## src/rtl/qsm_pkg.sv

```systemverilog
package qsm_pkg;

  localparam int CNT_W   = 9;   // signed edge count
  localparam int CPC_W   = 8;   // counts_per_cm register
  localparam int TMO_W   = 16;  // timeout_ms register
  localparam int TIME_W  = 32;  // timestamps
  localparam int SPEED_W = 15;  // signed speed word
  localparam int QUO_W   = 14;  // quotient magnitude, holds 10000
  localparam int STEP_W  = 4;   // divider step counter
  localparam int CFG_IDX_W  = 2;
  localparam int CFG_DATA_W = 16;

  localparam logic [QUO_W-1:0] SPEED_NUMERATOR = 14'd10000;
  localparam logic [CPC_W-1:0] CPC_RESET       = 8'd12;
  localparam logic [TMO_W-1:0] TMO_RESET       = 16'd700;

  typedef enum logic [CFG_IDX_W-1:0] {
    CFG_COUNTS_PER_CM = 2'd0,
    CFG_TIMEOUT_MS    = 2'd1
  } cfg_idx_t;

endpackage

```

## src/rtl/quadrature_speed_meter_unit.sv

```systemverilog
// Quadrature speed meter: one input word per edge on encoder line A.
// Edges that do not complete a centimeter only move the count; they give no word and no stall.
// A completing edge stalls input through the evaluate and result states on timeout or zero
// elapsed time, else also through 14 restoring-divider steps on one shared subtract/compare.
// Result word is registered at the edge that ends the stall; a word still held downstream
// delays that edge. Reset (synchronous, rst_n low): count and last
// timestamp cleared, registers to defaults.
module quadrature_speed_meter_unit
  import qsm_pkg::*;
(
  input  logic                         clk,
  input  logic                         rst_n,
  // configuration write port
  input  logic                         cfg_we,
  input  logic [CFG_IDX_W-1:0]         cfg_index,
  input  logic [CFG_DATA_W-1:0]        cfg_data,
  // input channel: one word per A edge
  input  logic                         in_valid,
  output logic                         in_stall,
  input  logic                         in_a_level,
  input  logic                         in_b_level,
  input  logic [TIME_W-1:0]            in_now_ms,
  // result channel
  output logic                         out_valid,
  input  logic                         out_stall,
  output logic signed [SPEED_W-1:0]    out_speed_mm_s,
  output logic                         out_timed_out
);

  typedef enum logic [1:0] {
    ST_IDLE,  // take edges, update count
    ST_EVAL,  // timeout / zero-elapsed check, divider load
    ST_DIV,   // one quotient bit per cycle
    ST_DONE   // wait for output register
  } state_t;

  state_t                     state_r;
  logic [CPC_W-1:0]           cpc_r;
  logic [TMO_W-1:0]           tmo_r;
  logic [CNT_W-1:0]           count_r;
  logic [TIME_W-1:0]          last_r;
  logic [TIME_W-1:0]          elapsed_r;
  logic                       neg_r;
  logic                       to_r;
  logic [QUO_W-1:0]           quo_r;    // dividend shifts out, quotient shifts in
  logic [TMO_W-1:0]           rem_r;
  logic [STEP_W-1:0]          step_r;
  logic                       out_valid_r;
  logic signed [SPEED_W-1:0]  out_speed_r;
  logic                       out_to_r;

  logic                       in_acc;
  logic                       out_free;
  logic                       out_load;
  logic [CNT_W-1:0]           cnt_step;
  logic [CNT_W-1:0]           pos_thr;
  logic [CNT_W-1:0]           neg_thr;
  logic                       hit;
  logic                       over_tmo;
  logic [TMO_W:0]             trial;
  logic                       trial_ge;
  logic [TMO_W-1:0]           trial_sub;
  logic [SPEED_W-1:0]         mag_ext;

  assign in_stall       = (state_r != ST_IDLE);
  assign in_acc         = in_valid && !in_stall;
  assign out_valid      = out_valid_r;
  assign out_speed_mm_s = out_speed_r;
  assign out_timed_out  = out_to_r;
  assign out_free       = !out_valid_r || !out_stall;
  assign out_load       = (state_r == ST_DONE) && out_free;

  // count moves down when A equals B, up otherwise; 9-bit wrap
  assign cnt_step = (in_a_level == in_b_level) ? (count_r - 1'b1) : (count_r + 1'b1);
  assign pos_thr  = {1'b0, cpc_r};
  assign neg_thr  = {CNT_W{1'b0}} - pos_thr;
  assign hit      = (cnt_step == pos_thr) || (cnt_step == neg_thr);

  assign over_tmo = (elapsed_r[TIME_W-1:TMO_W] != '0) || (elapsed_r[TMO_W-1:0] > tmo_r);

  // shared divider step: divisor is elapsed_r[15:0]
  assign trial     = {rem_r, quo_r[QUO_W-1]};
  assign trial_ge  = trial >= {1'b0, elapsed_r[TMO_W-1:0]};
  assign trial_sub = TMO_W'(trial - {1'b0, elapsed_r[TMO_W-1:0]});

  assign mag_ext = {1'b0, quo_r};

  always_ff @(posedge clk) begin
    if (!rst_n) begin
      state_r     <= ST_IDLE;
      cpc_r       <= CPC_RESET;
      tmo_r       <= TMO_RESET;
      count_r     <= '0;
      last_r      <= '0;
      out_valid_r <= 1'b0;
    end else begin
      if (cfg_we) begin
        case (cfg_index)
          CFG_COUNTS_PER_CM: cpc_r <= cfg_data[CPC_W-1:0];
          CFG_TIMEOUT_MS:    tmo_r <= cfg_data[TMO_W-1:0];
          default: ;
        endcase
      end

      // load wins over drain; a held word is never replaced
      if (out_load) begin
        out_valid_r <= 1'b1;
      end else if (out_valid_r && !out_stall) begin
        out_valid_r <= 1'b0;
      end

      case (state_r)
        ST_IDLE: begin
          if (in_acc) begin
            if (hit) begin
              count_r   <= '0;
              neg_r     <= cnt_step[CNT_W-1];
              elapsed_r <= in_now_ms - last_r;
              last_r    <= in_now_ms;
              state_r   <= ST_EVAL;
            end else begin
              count_r <= cnt_step;
            end
          end
        end
        ST_EVAL: begin
          if (over_tmo) begin
            quo_r   <= '0;
            to_r    <= 1'b1;
            state_r <= ST_DONE;
          end else if (elapsed_r[TMO_W-1:0] == '0) begin
            quo_r   <= SPEED_NUMERATOR;   // saturate on zero elapsed
            to_r    <= 1'b0;
            state_r <= ST_DONE;
          end else begin
            quo_r   <= SPEED_NUMERATOR;
            rem_r   <= '0;
            to_r    <= 1'b0;
            step_r  <= STEP_W'(QUO_W - 1);
            state_r <= ST_DIV;
          end
        end
        ST_DIV: begin
          rem_r <= trial_ge ? trial_sub : trial[TMO_W-1:0];
          quo_r <= {quo_r[QUO_W-2:0], trial_ge};
          if (step_r == '0) begin
            state_r <= ST_DONE;
          end else begin
            step_r <= step_r - 1'b1;
          end
        end
        ST_DONE: begin
          if (out_free) begin
            out_speed_r <= neg_r ? -$signed(mag_ext) : $signed(mag_ext);
            out_to_r    <= to_r;
            state_r     <= ST_IDLE;
          end
        end
        default: state_r <= ST_IDLE;
      endcase
    end
  end

  // timed-out word always carries zero speed
  a_tmo_zero: assert property (@(posedge clk) disable iff (!rst_n)
    out_valid_r && out_to_r |-> out_speed_r == '0)
    else $error("timed-out word with nonzero speed");

  // speed stays within +/-10000
  a_speed_range: assert property (@(posedge clk) disable iff (!rst_n)
    out_valid_r |-> (out_speed_r <= 15'sd10000) && (out_speed_r >= -15'sd10000))
    else $error("speed out of range");

  // a completion always clears the count
  a_cnt_clear: assert property (@(posedge clk) disable iff (!rst_n)
    state_r == ST_EVAL |-> count_r == '0)
    else $error("count not cleared on completion");

  // divider runs only into itself or the result stage
  a_div_flow: assert property (@(posedge clk) disable iff (!rst_n)
    state_r == ST_DIV |=> state_r == ST_DIV || state_r == ST_DONE)
    else $error("divider left early");

  // a result never overwrites a word still held
  a_no_overwrite: assert property (@(posedge clk) disable iff (!rst_n)
    out_valid_r && out_stall |=> out_valid_r && $stable(out_speed_r) && $stable(out_to_r))
    else $error("held result word changed");

endmodule

```

## config.mk

```make
export PLATFORM = sky130hd
export DESIGN_NAME = quadrature_speed_meter_unit
export DESIGN_NICKNAME = d
export VERILOG_FILES = /design/src/rtl/qsm_pkg.sv /design/src/rtl/quadrature_speed_meter_unit.sv
export SDC_FILE = /design/constraint.sdc
export NUM_CORES = 1
export LEC_CHECK = 0
export BUFFER_PORTS_ARGS = -buffer_cell sky130_fd_sc_hd__buf_2
export CAP_MARGIN = 40
export CORE_MARGIN = 2
export CORE_UTILIZATION = 55
export CTS_CLUSTER_DIAMETER = 80
export CTS_CLUSTER_SIZE = 25
export DETAILED_ROUTE_END_ITERATION = 8
export MAX_ROUTING_LAYER = met4
export PLACE_DENSITY = 0.74
export SLEW_MARGIN = 20
export SYNTH_ARGS = -nofsm -noshare
export SYNTH_HDL_FRONTEND = slang
export SYNTH_SLANG_ARGS = --single-unit
```

## constraint.sdc

```tcl
create_clock -name clk -period 14.22 [get_ports clk]
set_input_delay 2.844 -clock clk [delete_from_list [all_inputs] [get_ports clk]]
set_output_delay 2.844 -clock clk [all_outputs]
set_load 0.005 [all_outputs]
```

### Yosys cells after proc, flatten, opt, wreduce, memory -nomap -nowiden

Index checks and enable logic that the tools add are counted.

* register bits after elaboration: 152
* input port bits: 57
* output and inout port bits: 18
* word-level logic and storage cells: 89

* add/sub/neg operators: 7
* $lt $le $gt $ge: 2
* eq/ne operators: 14
* multiplexer cells: 23
* reduce and logical (&&, ||, !) cells: 28

Operator list (number)
* $mux W16: 3
* $pmux W16 S2: 1
* $sub A32 B32 Y32: 1
* $mux W14: 2
* $pmux W14 S2: 1
* $mux W9: 2
* $ge A17 B16 Y1: 1
* $gt A16 B16 Y1: 1
* $logic_not A16 Y1: 1
* $reduce_bool A16 Y1: 1
* $sub A16 B16 Y16: 1
* $neg A14 Y15: 1
* $ne A2 B2 Y1 const B: 7
* $mux W4: 3
* $reduce_and A4 Y1: 3
* $reduce_and A2 Y1: 5
* $add A9 B1 Y9 const B: 1
* $eq A9 B8 Y1: 1
* $eq A9 B9 Y1: 1
* $sub A1 B8 Y9 const A: 1
* $sub A9 B1 Y9 const B: 1
* $mux W2: 4
* $pmux W2 S4: 1
* $pmux W4 S2: 1
* 13 further kinds: 29

### Logic depth before layout (Yosys ltp)

Gate-level depths: netlist of the first run.

* depth in word-level cells: 7
* mapped depth: 15
* gate-level depth less buffers: 13

### Least setup slack after synthesis of the first run

No wires, ideal clock.

* kind: in2reg
* start point: input port in_b_level
* end point: register elapsed_r[0] (enable)
* setup time: 0.464 ns
* arrival time: 7.555 ns
* slack: 6.201 ns
* stages on the path: 14
* buffers on the path: 2
* path through: xor2_2 inv_2 ha_1 clkbuf_1 nor3b_1 mux2i_2 o31ai_1 a21oi_2 xor2_2 inv_2 nor4_1 a21oi_2 buf_6 nor3_1

* cells in the longest elaborated chain, start to end: 5

Ends and longest elaborated chain
* start: declaration: line quadrature_speed_meter_unit.sv:21 `input logic in_b_level,`
* $eq A1 B1 Y1 (*): line quadrature_speed_meter_unit.sv:74 `assign cnt_step = (in_a_level == in_b_level) ? (count_r - 1'b1) : (count_r + 1'b1);`
* $mux W9 (*): line quadrature_speed_meter_unit.sv:74
* net cnt_step[8]: line quadrature_speed_meter_unit.sv:55 `logic [CNT_W-1:0] cnt_step;`
* $eq A9 B8 Y1 or $eq A9 B9 Y1 (tied branches): line quadrature_speed_meter_unit.sv:77 `assign hit = (cnt_step == pos_thr) || (cnt_step == neg_thr);`
* $logic_or A1 B1 Y1 (*): line quadrature_speed_meter_unit.sv:77
* $reduce_and A4 Y1 (no source line) (*)
* end signal: assignment: line quadrature_speed_meter_unit.sv:118 `elapsed_r <= in_now_ms - last_r;`
* end: declaration: line quadrature_speed_meter_unit.sv:42 `logic [TIME_W-1:0] elapsed_r;`

The timed path passes the listed nets; every way through them passes the cells marked *.
A chain may end at the register's enable or synchronous reset.

### Worst setup path after layout of the first run

* start point: input port in_b_level
* end point: register last_r[30]

* cells in the longest elaborated chain, start to end: 5

Ends and longest elaborated chain
* $eq A1 B1 Y1 (*): line quadrature_speed_meter_unit.sv:74
* $mux W9 (*): line quadrature_speed_meter_unit.sv:74
* $eq A9 B8 Y1 or $eq A9 B9 Y1 (tied branches): line quadrature_speed_meter_unit.sv:77
* $logic_or A1 B1 Y1 (*): line quadrature_speed_meter_unit.sv:77
* $reduce_and A3 Y1 (no source line) (*)
* end signal: assignment: line quadrature_speed_meter_unit.sv:119 `last_r <= in_now_ms;`
* end: declaration: line quadrature_speed_meter_unit.sv:41 `logic [TIME_W-1:0] last_r;`

Every way passes the cells marked *; elsewhere a longest branch is shown, timed or not.

==> flow_summary.yaml, run 1 <==
status:
  run_status: "finished, final reports clean"
drt:
  wl_per_cell_um: 15.0
  vias: 7583
  via_per_inst: 5.57
  antenna_left: 0
  detailedRoute.firstIterationViolations: 382
  wl_um: 20400
  drc: 0
  router_iterations_before_antenna_repair: 5
global_route:
  grt_pass1_vias: 7159
  grt_first_pass_wirelength_um: 33800
  maximum_number_of_pins_on_one_net_before_global_route_repair: 84
  antenna_found_initial: 0
  total_routing_resource_utilization_after_global_routing_pct: 23.4
  grt_overflow: 0
sta:
  relSlewSlack_pct: 45.2
  fin_setup_tns_ns: 0
  time_the_final_worst_path_needs_with_i_o_delays_and_setup_ns: 6.65
  max_freq_mhz: 150
  finalHoldViolations: 0
  setup-violations-final: 0
  post-route-period-util_pct: 46.8
  grt_setup_unrepaired: "false"
  tightestPinTransition_ns: 0.822
  maxSlewViolCount: 0
  fin_worst_skew_ns: 0.0102
layout:
  antenna_cells_inserted: 0
  finalInstanceArea_um2: 10900
  num-fill-cells: 1453
  num-nets-final: 1256
  layout-drive-gt1-share_pct: 12.1
  syn2layout_area_growth_pct: 12.0
  layout.area.seq_um2: 3880
  multi_input_area_um2: 5330
pwr:
  p_leak_nw: 4.44
  peak_supply_drop_mv: 0.106
  power-per-cell-area_nw_per_um2: 106
cts:
  clk_path_buf_depth: 2
  cts_setup_buffers: 0
  clk_transition_reported_paths_ns: 0.06
  ctsHtreeMaxLevel: 4
  tritoncts.num_buffers: 17
  postCtsHoldBufs: 0
  post_cts_resized: 0
  ctsRootBufferMaster: "clkbuf_16"
  worst_skew_pair_latency_ns: 0.42
  cts_tree: "built"
  clkSinkCount: 152
synthesis:
  number_of_enable_flip_flop_cells_after_synthesis: 84
  postSynthRegisterBits: 152
  synthesis.area_um2: 9760
  syn_avg_cell_area_um2: 9.22
  number_of_warnings_issued_by_yosys: 0
  syn_nets: 1192
  synth_async_sr_flop_share_pct: 0
  synth_cell_type_count: 76
  synth_seq_area_share_pct: 39.8
  netlist_instances: 1059
  yosys_most_used_dff: "edfxtp_1"
die:
  height_of_the_die_um: 137
  fp.dieArea_um2: 18800
  core_region_area_um2: 17300
  std_cell_rows: 48
  starting_density_of_the_core_pct: 56.4
  io_pins: 75
  die_width_um: 137
setup_path:
  cp.buffers_inverters: 3
  critPathRequiredTime_ns: 14.57
  crit_type: "in -> reg"
  crit_path_end_kind: "flop"
  timing.critical_path.arrival_ns: 7.00
  worstPathMaxFanout: 17
  crit_path_cell_trace: "buf_2, xor2_2, inv_2, ha_1, xnor2_1, o31a_1, nor3_1, nor4_1, o21ai_0, nor4_4, a21oi_2, nor2_4, buf_16, mux2i_1"
  critical_path.max_stage_delay_ns: 0.57
  crit_slowest_cell: "nor2_4"
  worstReg2RegStart: "count_r[1]$_SDFFE_PN0P_"
  crit_family: "simple AND/OR/NAND/NOR gates"
  start_kind: "primary input"
  timing.rr.end: "last_r[30]$_SDFFE_PN0P_"
  reg2regPathDepth: 12
  rrSetupSlack_ns: 10.42
place:
  dpl-instance-area_um2: 10300
  dp_wirelength_um: 15100
  gp_routability_congestion: 0.857
  io_buffer_count: 74
hold_path:
  hold_path.class: "reg -> reg"
  hold_path_end: "out_timed_out$_DFFE_PP_"
  depth_of_the_worst_hold_timing_path: 0
  min-delay-start: "to_r$_DFFE_PP_"
flow_run:
  drv.max_cap_violation_count: 0
Yosys cell counts, types with 4 or more instances:
cell         n  area (µm²)
clkbuf_1    28         105
nand2b_1     9        56.3
and2_1      11        68.8
edfxtp_1    84        2520
o31ai_1      8        60.1
a211oi_1     5        37.5
a21boi_0     5        37.5
xor2_1      20         175
o211ai_1    10        75.1
buf_4        4        30.0
o21ai_0     31         155
xnor2_1     51         447
buf_1        4        15.0
dfxtp_1     68        1360
and3_1      11        68.8
o21a_1      11        82.6
nor2_1      56         210
o2111ai_1    4        35.0
a31oi_1      8        50.1
inv_1       97         364
a211o_1      5        43.8
nand3_1     16        80.1
or3_1        6        37.5
mux2i_1     51         510
nand4_1     12        75.1
nand2_1    153         574
o21ai_1      6        30.0
ha_1        74         926
nor4_1      18         113
a21oi_1     55         275
o31a_1       4        35.0
nor2b_1     22         138
or2_2        4        25.0
nor3_1      15        75.1
o21bai_1     5        37.5
a21o_1      28         210
kinds of logic after synthesis:
| logic type | count (synthesis) | share of synthesized area (%) |
|---|---|---|
| compound gates | 214 | 14.7 |
| xor+xnor | 74 | 6.94 |
| fa+ha+maj | 76 | 9.90 |
| buf+inv | 138 | 5.63 |
| flops | 152 | 39.8 |
| mux | 54 | 5.64 |
| simple gates | 351 | 17.4 |
area by class of cell:
cell class	instances	share of cell area, %
Clock inverter	14	1.50
Timing Repair Buffer	84	4.33
Inverter	99	3.40
Sequential cell	152	35.5
Clock buffer	18	3.92
Multi-Input combinational cell	769	48.8
Tap cell	225	2.57
worst max-delay path by stage:
| stage | startpoint | endpoint | slack [ns] | depth (start not counted) |
|---|---|---|---|---|
| after floorplan | in_b_level | elapsed_r[0]$_DFFE_PP_ | 6.20 | 14 |
| after global placement | in_b_level | last_r[1]$_SDFFE_PN0P_ | 6.96 | 13 |
| after detailed placement | in_b_level | last_r[31]$_SDFFE_PN0P_ | 7.16 | 14 |
| after CTS | in_b_level | last_r[31]$_SDFFE_PN0P_ | 7.59 | 14 |
| after global routing | in_b_level | last_r[10]$_SDFFE_PN0P_ | 7.26 | 14 |
| final | in_b_level | last_r[30]$_SDFFE_PN0P_ | 7.57 | 14 |
routing by layer:
layer	part of all wire (%)	up-vias	GRT usage, %
met5	0	-	-
met2	48	159	38.9
met3	3.4	29	3.24
li1	-	3871	-
met4	1.9	0	7.62
met1	47	3524	29.5
power by group:
part / total, mW / internal [mW] / switching, mW
Clock: 0.458 / 0.264 / 0.195
Sequential: 0.494 / 0.477 / 0.0170
Combinational: 0.205 / 0.0873 / 0.118
cells in the final DEF (no fill, tap or decap), types with 5 or more instances in the layout:
cell / synthesis / routed
nand2_1: 153 / 153
inv_1: 97 / 97
edfxtp_1: 84 / 84
ha_1: 74 / 74
buf_2: 1 / 74
dfxtp_1: 68 / 68
nor2_1: 56 / 56
a21oi_1: 55 / 55
xnor2_1: 51 / 51
mux2i_1: 51 / 51
o21ai_0: 31 / 31
a21o_1: 28 / 28
nor2b_1: 22 / 22
xor2_1: 20 / 20
nor4_1: 18 / 18
clkbuf_16: 0 / 17
nand3_1: 16 / 16
nor3_1: 15 / 14
nand4_1: 12 / 12
o21a_1: 11 / 11
and3_1: 11 / 11
and2_1: 11 / 11
o211ai_1: 10 / 10
nand2b_1: 9 / 9
a31oi_1: 8 / 8
o31ai_1: 8 / 8
buf_4: 4 / 8
or3_1: 6 / 6
o21ai_1: 6 / 6
a211o_1: 5 / 5
a211oi_1: 5 / 5
o21bai_1: 5 / 5
a21boi_0: 5 / 5
through the flow:
stage	std cells	setup WS (ns)	power [mW]	utilization, %	hold WS, ns
after global routing	1361	7.26	1.21	63.2	0.470
final	1361	7.57	1.16	63.2	0.449
after detailed placement	1329	7.16	0.706	59.8	0.430
after global placement	1327	6.96	0.703	59.5	0.437
after CTS	1361	7.59	1.16	63.2	0.445
after floorplan	1059	6.20	0.659	-	0.400
state kept, by name, indices dropped and copies added (netlist names):
register / count
neg_r: 1
elapsed_r: 32
quo_r: 14
step_r: 4
to_r: 1
last_r: 32
tmo_r: 16
count_r: 9
out_timed_out: 1
out_speed_mm_s: 15
rem_r: 16
cpc_r: 8
out_valid: 1
state_r: 2
worst register-to-register path: cells and delay by family, from the launching register on:
family | cells | cell delay [ns]
fa+ha+maj | 1 | 0.28
xor+xnor | 2 | 0.37
mux | 2 | 0.51
buf+inv | 1 | 0.25
compound gates | 2 | 0.45
flops | 1 | 0.50
simple gates | 4 | 1.38
(Power assumes the default switching activity.)
==> run 2: changes to the inputs <==
--- a/config.mk
+++ b/config.mk
@@ -13,7 +13,7 @@
 export CTS_CLUSTER_SIZE = 25
 export DETAILED_ROUTE_END_ITERATION = 8
 export MAX_ROUTING_LAYER = met4
-export PLACE_DENSITY = 0.74
+export PLACE_DENSITY = 0.77
 export SLEW_MARGIN = 20
 export SYNTH_ARGS = -nofsm -noshare
 export SYNTH_HDL_FRONTEND = slang
==> constraint.sdc (replaced) <==
create_clock -name clk -period 5.9 [get_ports clk]
set_input_delay 1.18 -clock clk [delete_from_list [all_inputs] [get_ports clk]]
set_output_delay 1.18 -clock clk [all_outputs]
set_load 0.005 [all_outputs]
==> flow_summary.yaml, run 2 (synthesized netlist as in run 1, its figures left out) <==
status:
  run_status: "finished, final reports clean"
hold_path:
  depth_of_the_worst_hold_timing_path: 2
  hold_path.class: "reg -> reg"
  hold_path_end: "tmo_r[10]$_SDFFE_PN0P_"
  min-delay-start: "tmo_r[10]$_SDFFE_PN0P_"
drt:
  detailedRoute.firstIterationViolations: 480
  wl_per_cell_um: 15.2
  drc: 0
  vias: 7627
  via_per_inst: 5.59
  routed-wl-met2_um: 10100
  antenna_left: 0
  wl_um: 20700
  router_iterations_before_antenna_repair: 5
  detailroute.wirelength.met3_um: 778
  route.layer.met1.wl_um: 9550
  top_layer_used: "met4"
layout:
  num-fill-cells: 1469
  post_layout_util_pct: 63.1
  syn2layout_area_growth_pct: 11.9
  post_layout_nonfiller_instances: 1364
  layout_commonest_cell: "nand2_1"
  layout-drive-gt1-share_pct: 12.2
  layout_common_cells: "nand2_1, inv_1, edfxtp_1"
  num-nets-final: 1258
  leading_registers_by_flop_count: "elapsed_r: 32 flops, last_r: 32 flops"
setup_path:
  timing.rr.end: "last_r[8]$_SDFFE_PN0P_"
  rrSetupSlack_ns: 2.13
  worstPathMaxFanout: 17
  start_kind: "primary input"
  critPathRequiredTime_ns: 6.20
  reg2regPathDepth: 12
  worstReg2RegStart: "count_r[1]$_SDFFE_PN0P_"
  crit_path_end_kind: "flop"
  timing.critical_path.arrival_ns: 4.95
  crit_type: "in -> reg"
cts:
  clkSinkCount: 152
  cts_tree: "built"
  clk_transition_reported_paths_ns: 0.06
  tritoncts.num_buffers: 17
  post_cts_resized: 0
  worst_skew_pair_latency_ns: 0.42
  ctsRootBufferMaster: "clkbuf_16"
  clk_path_buf_depth: 2
  ctsHtreeMaxLevel: 4
  postCtsHoldBufs: 0
  cts_setup_buffers: 0
pwr:
  peak_supply_drop_mv: 0.241
  p_leak_nw: 4.43
  power-per-cell-area_nw_per_um2: 250
sta:
  post-route-period-util_pct: 78.8
  max_freq_mhz: 215
  time_the_final_worst_path_needs_with_i_o_delays_and_setup_ns: 4.65
  fin_worst_skew_ns: 0.00852
  relSlewSlack_pct: 47.8
  maxSlewViolCount: 0
  finalHoldViolations: 0
  fin_setup_tns_ns: 0
  setup-violations-final: 0
  tightestPinTransition_ns: 0.782
  grt_setup_unrepaired: "false"
global_route:
  antenna_found_initial: 1
  total_routing_resource_utilization_after_global_routing_pct: 23.5
  maximum_number_of_pins_on_one_net_before_global_route_repair: 83
  grt_overflow: 0
  grt_pass1_vias: 7306
  grt_first_pass_wirelength_um: 34100
die:
  height_of_the_die_um: 137
  starting_density_of_the_core_pct: 56.4
  fp.dieArea_um2: 18800
  std_cell_rows: 48
  die_width_um: 137
  io_pins: 75
  core_region_area_um2: 17300
place:
  dp_wirelength_um: 15300
  io_buffer_count: 74
  gp_routability_congestion: 0.869
  placed_cells: 1330
flow_run:
  drv.max_cap_violation_count: 0
-- run 2: cell type report --
type                       count  area (µm²)  share of cell area, %
clock inverter                15         128                   1.17
inverter                      99         372                   3.40
timing repair buffer          86         488                   4.47
clock buffer                  17         425                   3.90
antenna                        1        2.50                 0.0229
multi-input combinational    769        5340                   48.9
tap                          225         282                   2.58
sequential                   152        3880                   35.6
-- run 2: report_power, final --
group	leakage, nW	switching [mW]	internal (mW)
clock network	0.261	0.449	0.580
registers	1.37	0.0419	1.15
logic	2.80	0.292	0.213
total	4.43	0.783	1.94
-- run 2: through the flow --
| stage | instance area (µm²) | total power [mW] | hold slack [ns] | setup slack (ns) |
|---|---|---|---|---|
| 5_1_grt | 10900 | 2.84 | 0.463 | 0.946 |
| 2_1_floorplan | 9760 | 1.59 | 0.400 | 0.570 |
| 3_3_place_gp | 10300 | 1.70 | 0.438 | 0.924 |
| 6_report | 10900 | 2.72 | 0.454 | 1.25 |
| 4_1_cts | 10900 | 2.73 | 0.457 | 1.28 |
| 3_5_place_dp | 10300 | 1.71 | 0.445 | 0.810 |
-- run 2: how the worst max path moves through the flow --
stage                    start                      end  slack, ns
global route        in_b_level  last_r[10]$_SDFFE_PN0P_       0.95
CTS                 in_b_level   last_r[8]$_SDFFE_PN0P_       1.28
floorplan           in_b_level   elapsed_r[0]$_DFFE_PP_       0.57
global placement    in_b_level   last_r[0]$_SDFFE_PN0P_       0.92
finish              in_b_level   last_r[8]$_SDFFE_PN0P_       1.25
detailed placement  in_b_level  last_r[10]$_SDFFE_PN0P_       0.81
-- run 2: worst max-delay path: stages --
cell and delay (ns):
buf_2 0.11, xor2_2 0.32, buf_4 0.22, xnor2_1 0.07, ha_1 0.27, nor4_1 0.35
a22o_1 0.23, o221ai_2 0.19, and3b_1 0.24, nor4_1 0.29, mux2i_1 0.17, a21oi_2 0.63
nor2_4 0.29, buf_12 0.25, mux2i_1 0.12
-- run 2: metal layers --
| layer | up-vias | GRT usage (%) |
|---|---|---|
| li1 | 3865 | - |
| met1 | 3596 | 29.7 |
| met2 | 144 | 39.2 |
| met3 | 22 | 4.01 |
| met4 | 0 | 6.24 |
| met5 | - | - |
==> run 3: changes to the inputs <==
==> constraint.sdc (replaced) <==
create_clock -name clk -period 3.9 [get_ports clk]
set_input_delay 0.78 -clock clk [delete_from_list [all_inputs] [get_ports clk]]
set_output_delay 0.78 -clock clk [all_outputs]
set_load 0.005 [all_outputs]
==> flow_summary.yaml, run 3 (synthesized netlist as in run 1, its figures left out) <==
cts:
  ctsRootBufferMaster: "clkbuf_16"
  tritoncts.num_buffers: 17
  postCtsHoldBufs: 0
  clkSinkCount: 152
  post_cts_resized: 0
  ctsHtreeMaxLevel: 4
  cts_setup_buffers: 0
  worst_skew_pair_latency_ns: 0.43
  cts_tree: "built"
  clk_transition_reported_paths_ns: 0.07
  clk_path_buf_depth: 2
drt:
  antenna_left: 0
  wl_um: 20600
  router_iterations_before_antenna_repair: 5
  drc: 0
  via_per_inst: 5.59
  wl_per_cell_um: 15.0
  vias: 7649
  detailedRoute.firstIterationViolations: 499
setup_path:
  crit_path_end_kind: "flop"
  critical_path.max_stage_delay_ns: 0.43
  worst_setup_path_startpoint: "in_a_level"
  setup.worst_path.end: "count_r[3]$_SDFFE_PN0P_"
  timing.critical_path.arrival_ns: 3.78
  timing.rr.end: "count_r[3]$_SDFFE_PN0P_"
  critPathRequiredTime_ns: 4.27
  worstPathMaxFanout: 8
  crit_path_cell_trace: "buf_2, xor2_4, xnor2_1, ha_2, nand4_1, a22o_1, o221ai_4, nor3_1, nor4_1, mux2i_1, a21oi_2, buf_4, and4_1, a211o_1"
  start_kind: "primary input"
  crit_type: "in -> reg"
  rrSetupSlack_ns: 0.68
  crit_slowest_cell: "a21oi_2"
  worstReg2RegStart: "count_r[1]$_SDFFE_PN0P_"
  reg2regPathDepth: 12
sta:
  grt_setup_unrepaired: "false"
  time_the_final_worst_path_needs_with_i_o_delays_and_setup_ns: 3.40
  finalHoldViolations: 0
  setup-violations-final: 0
  fin_worst_skew_ns: 0.0128
  post-route-period-util_pct: 87.3
  relSlewSlack_pct: 46.6
  tightestPinTransition_ns: 0.801
  maxSlewViolCount: 0
  max_freq_mhz: 294
global_route:
  total_routing_resource_utilization_after_global_routing_pct: 23.3
  antenna_found_initial: 0
  grt_pass1_vias: 7012
  grt_first_pass_wirelength_um: 33500
  maximum_number_of_pins_on_one_net_before_global_route_repair: 68
  grt_overflow: 0
pwr:
  p_leak_nw: 4.48
  peak_supply_drop_mv: 0.291
  power-per-cell-area_nw_per_um2: 383
layout:
  syn2layout_area_growth_pct: 13.4
  layout_commonest_cell: "nand2_1"
  finalInstanceArea_um2: 11100
  post_layout_util_pct: 64.0
  layout_common_cells: "nand2_1, inv_1, edfxtp_1"
  antenna_cells_inserted: 0
  layout-drive-gt1-share_pct: 13.5
  num-nets-final: 1264
  post_layout_nonfiller_instances: 1369
  leading_registers_by_flop_count: "elapsed_r: 32 flops, last_r: 32 flops"
die:
  core_region_area_um2: 17300
  io_pins: 75
  std_cell_rows: 48
  starting_density_of_the_core_pct: 56.4
  die_width_um: 137
  height_of_the_die_um: 137
  fp.dieArea_um2: 18800
place:
  dp_wirelength_um: 15300
  placed_cells: 1337
  dpl-instance-area_um2: 10500
  gp_routability_congestion: 0.863
  io_buffer_count: 74
hold_path:
  hold_path.class: "reg -> reg"
status:
  run_status: "finished, final reports clean"
flow_run:
  drv.max_cap_violation_count: 0
==> run 3: worst max-delay path, delay by kind of cell <==
kind                     cells  cell delay [ns]
AO/OA/AOI/OAI                4             1.09
XOR/XNOR                     2             0.41
adder cells (fa/ha/maj)      1             0.29
buffers and inverters        2             0.37
multiplexers                 1             0.14
AND/OR/NAND/NOR              4             0.70
==> run 3: layer usage <==
metal	wire [µm]	vias up	track usage, %
met5	0	-	-
met4	329	0	6.76
met3	975	23	4.08
met2	9760	191	37.8
met1	9500	3556	30.0
li1	-	3879	-
==> run 3: final cells by class <==
class                           instances  area [µm²]
Fill cell                            1404        6230
Sequential cell                       152        3880
Timing Repair Buffer                   92         531
Tap cell                              225         282
Multi-Input combinational cell        769        5420
Clock inverter                         15         153
Inverter                               99         374
Clock buffer                           17         425
==> run 3: stage by stage <==
stage                     TNS, ns  hold slack, ns  worst slack (ns)  power (mW)
after global placement          0           0.433             0.194        2.62
after CTS                       0           0.447             0.513        4.25
after detailed placement        0           0.430            0.0876        2.63
final                           0           0.452             0.497        4.23
after floorplan             -8.48           0.400            -0.257        2.44
after global routing            0           0.452             0.219        4.41
==> run 3: worst min-delay path by stage <==
stage | from | end | slack (ns) | cells past startpoint
after floorplan | to_r$_DFFE_PP_ | out_timed_out$_DFFE_PP_ | 0.40 | 0
after global placement | to_r$_DFFE_PP_ | out_timed_out$_DFFE_PP_ | 0.43 | 0
after detailed placement | to_r$_DFFE_PP_ | out_timed_out$_DFFE_PP_ | 0.43 | 0
after CTS | to_r$_DFFE_PP_ | out_timed_out$_DFFE_PP_ | 0.45 | 0
after global routing | to_r$_DFFE_PP_ | out_timed_out$_DFFE_PP_ | 0.45 | 0
final | to_r$_DFFE_PP_ | out_timed_out$_DFFE_PP_ | 0.45 | 0
==> run 3: power by group <==
group	switching [mW]	internal, mW
Sequential	0.0688	1.74
Combinational	0.452	0.349
Clock	0.726	0.901
Total	1.25	2.99
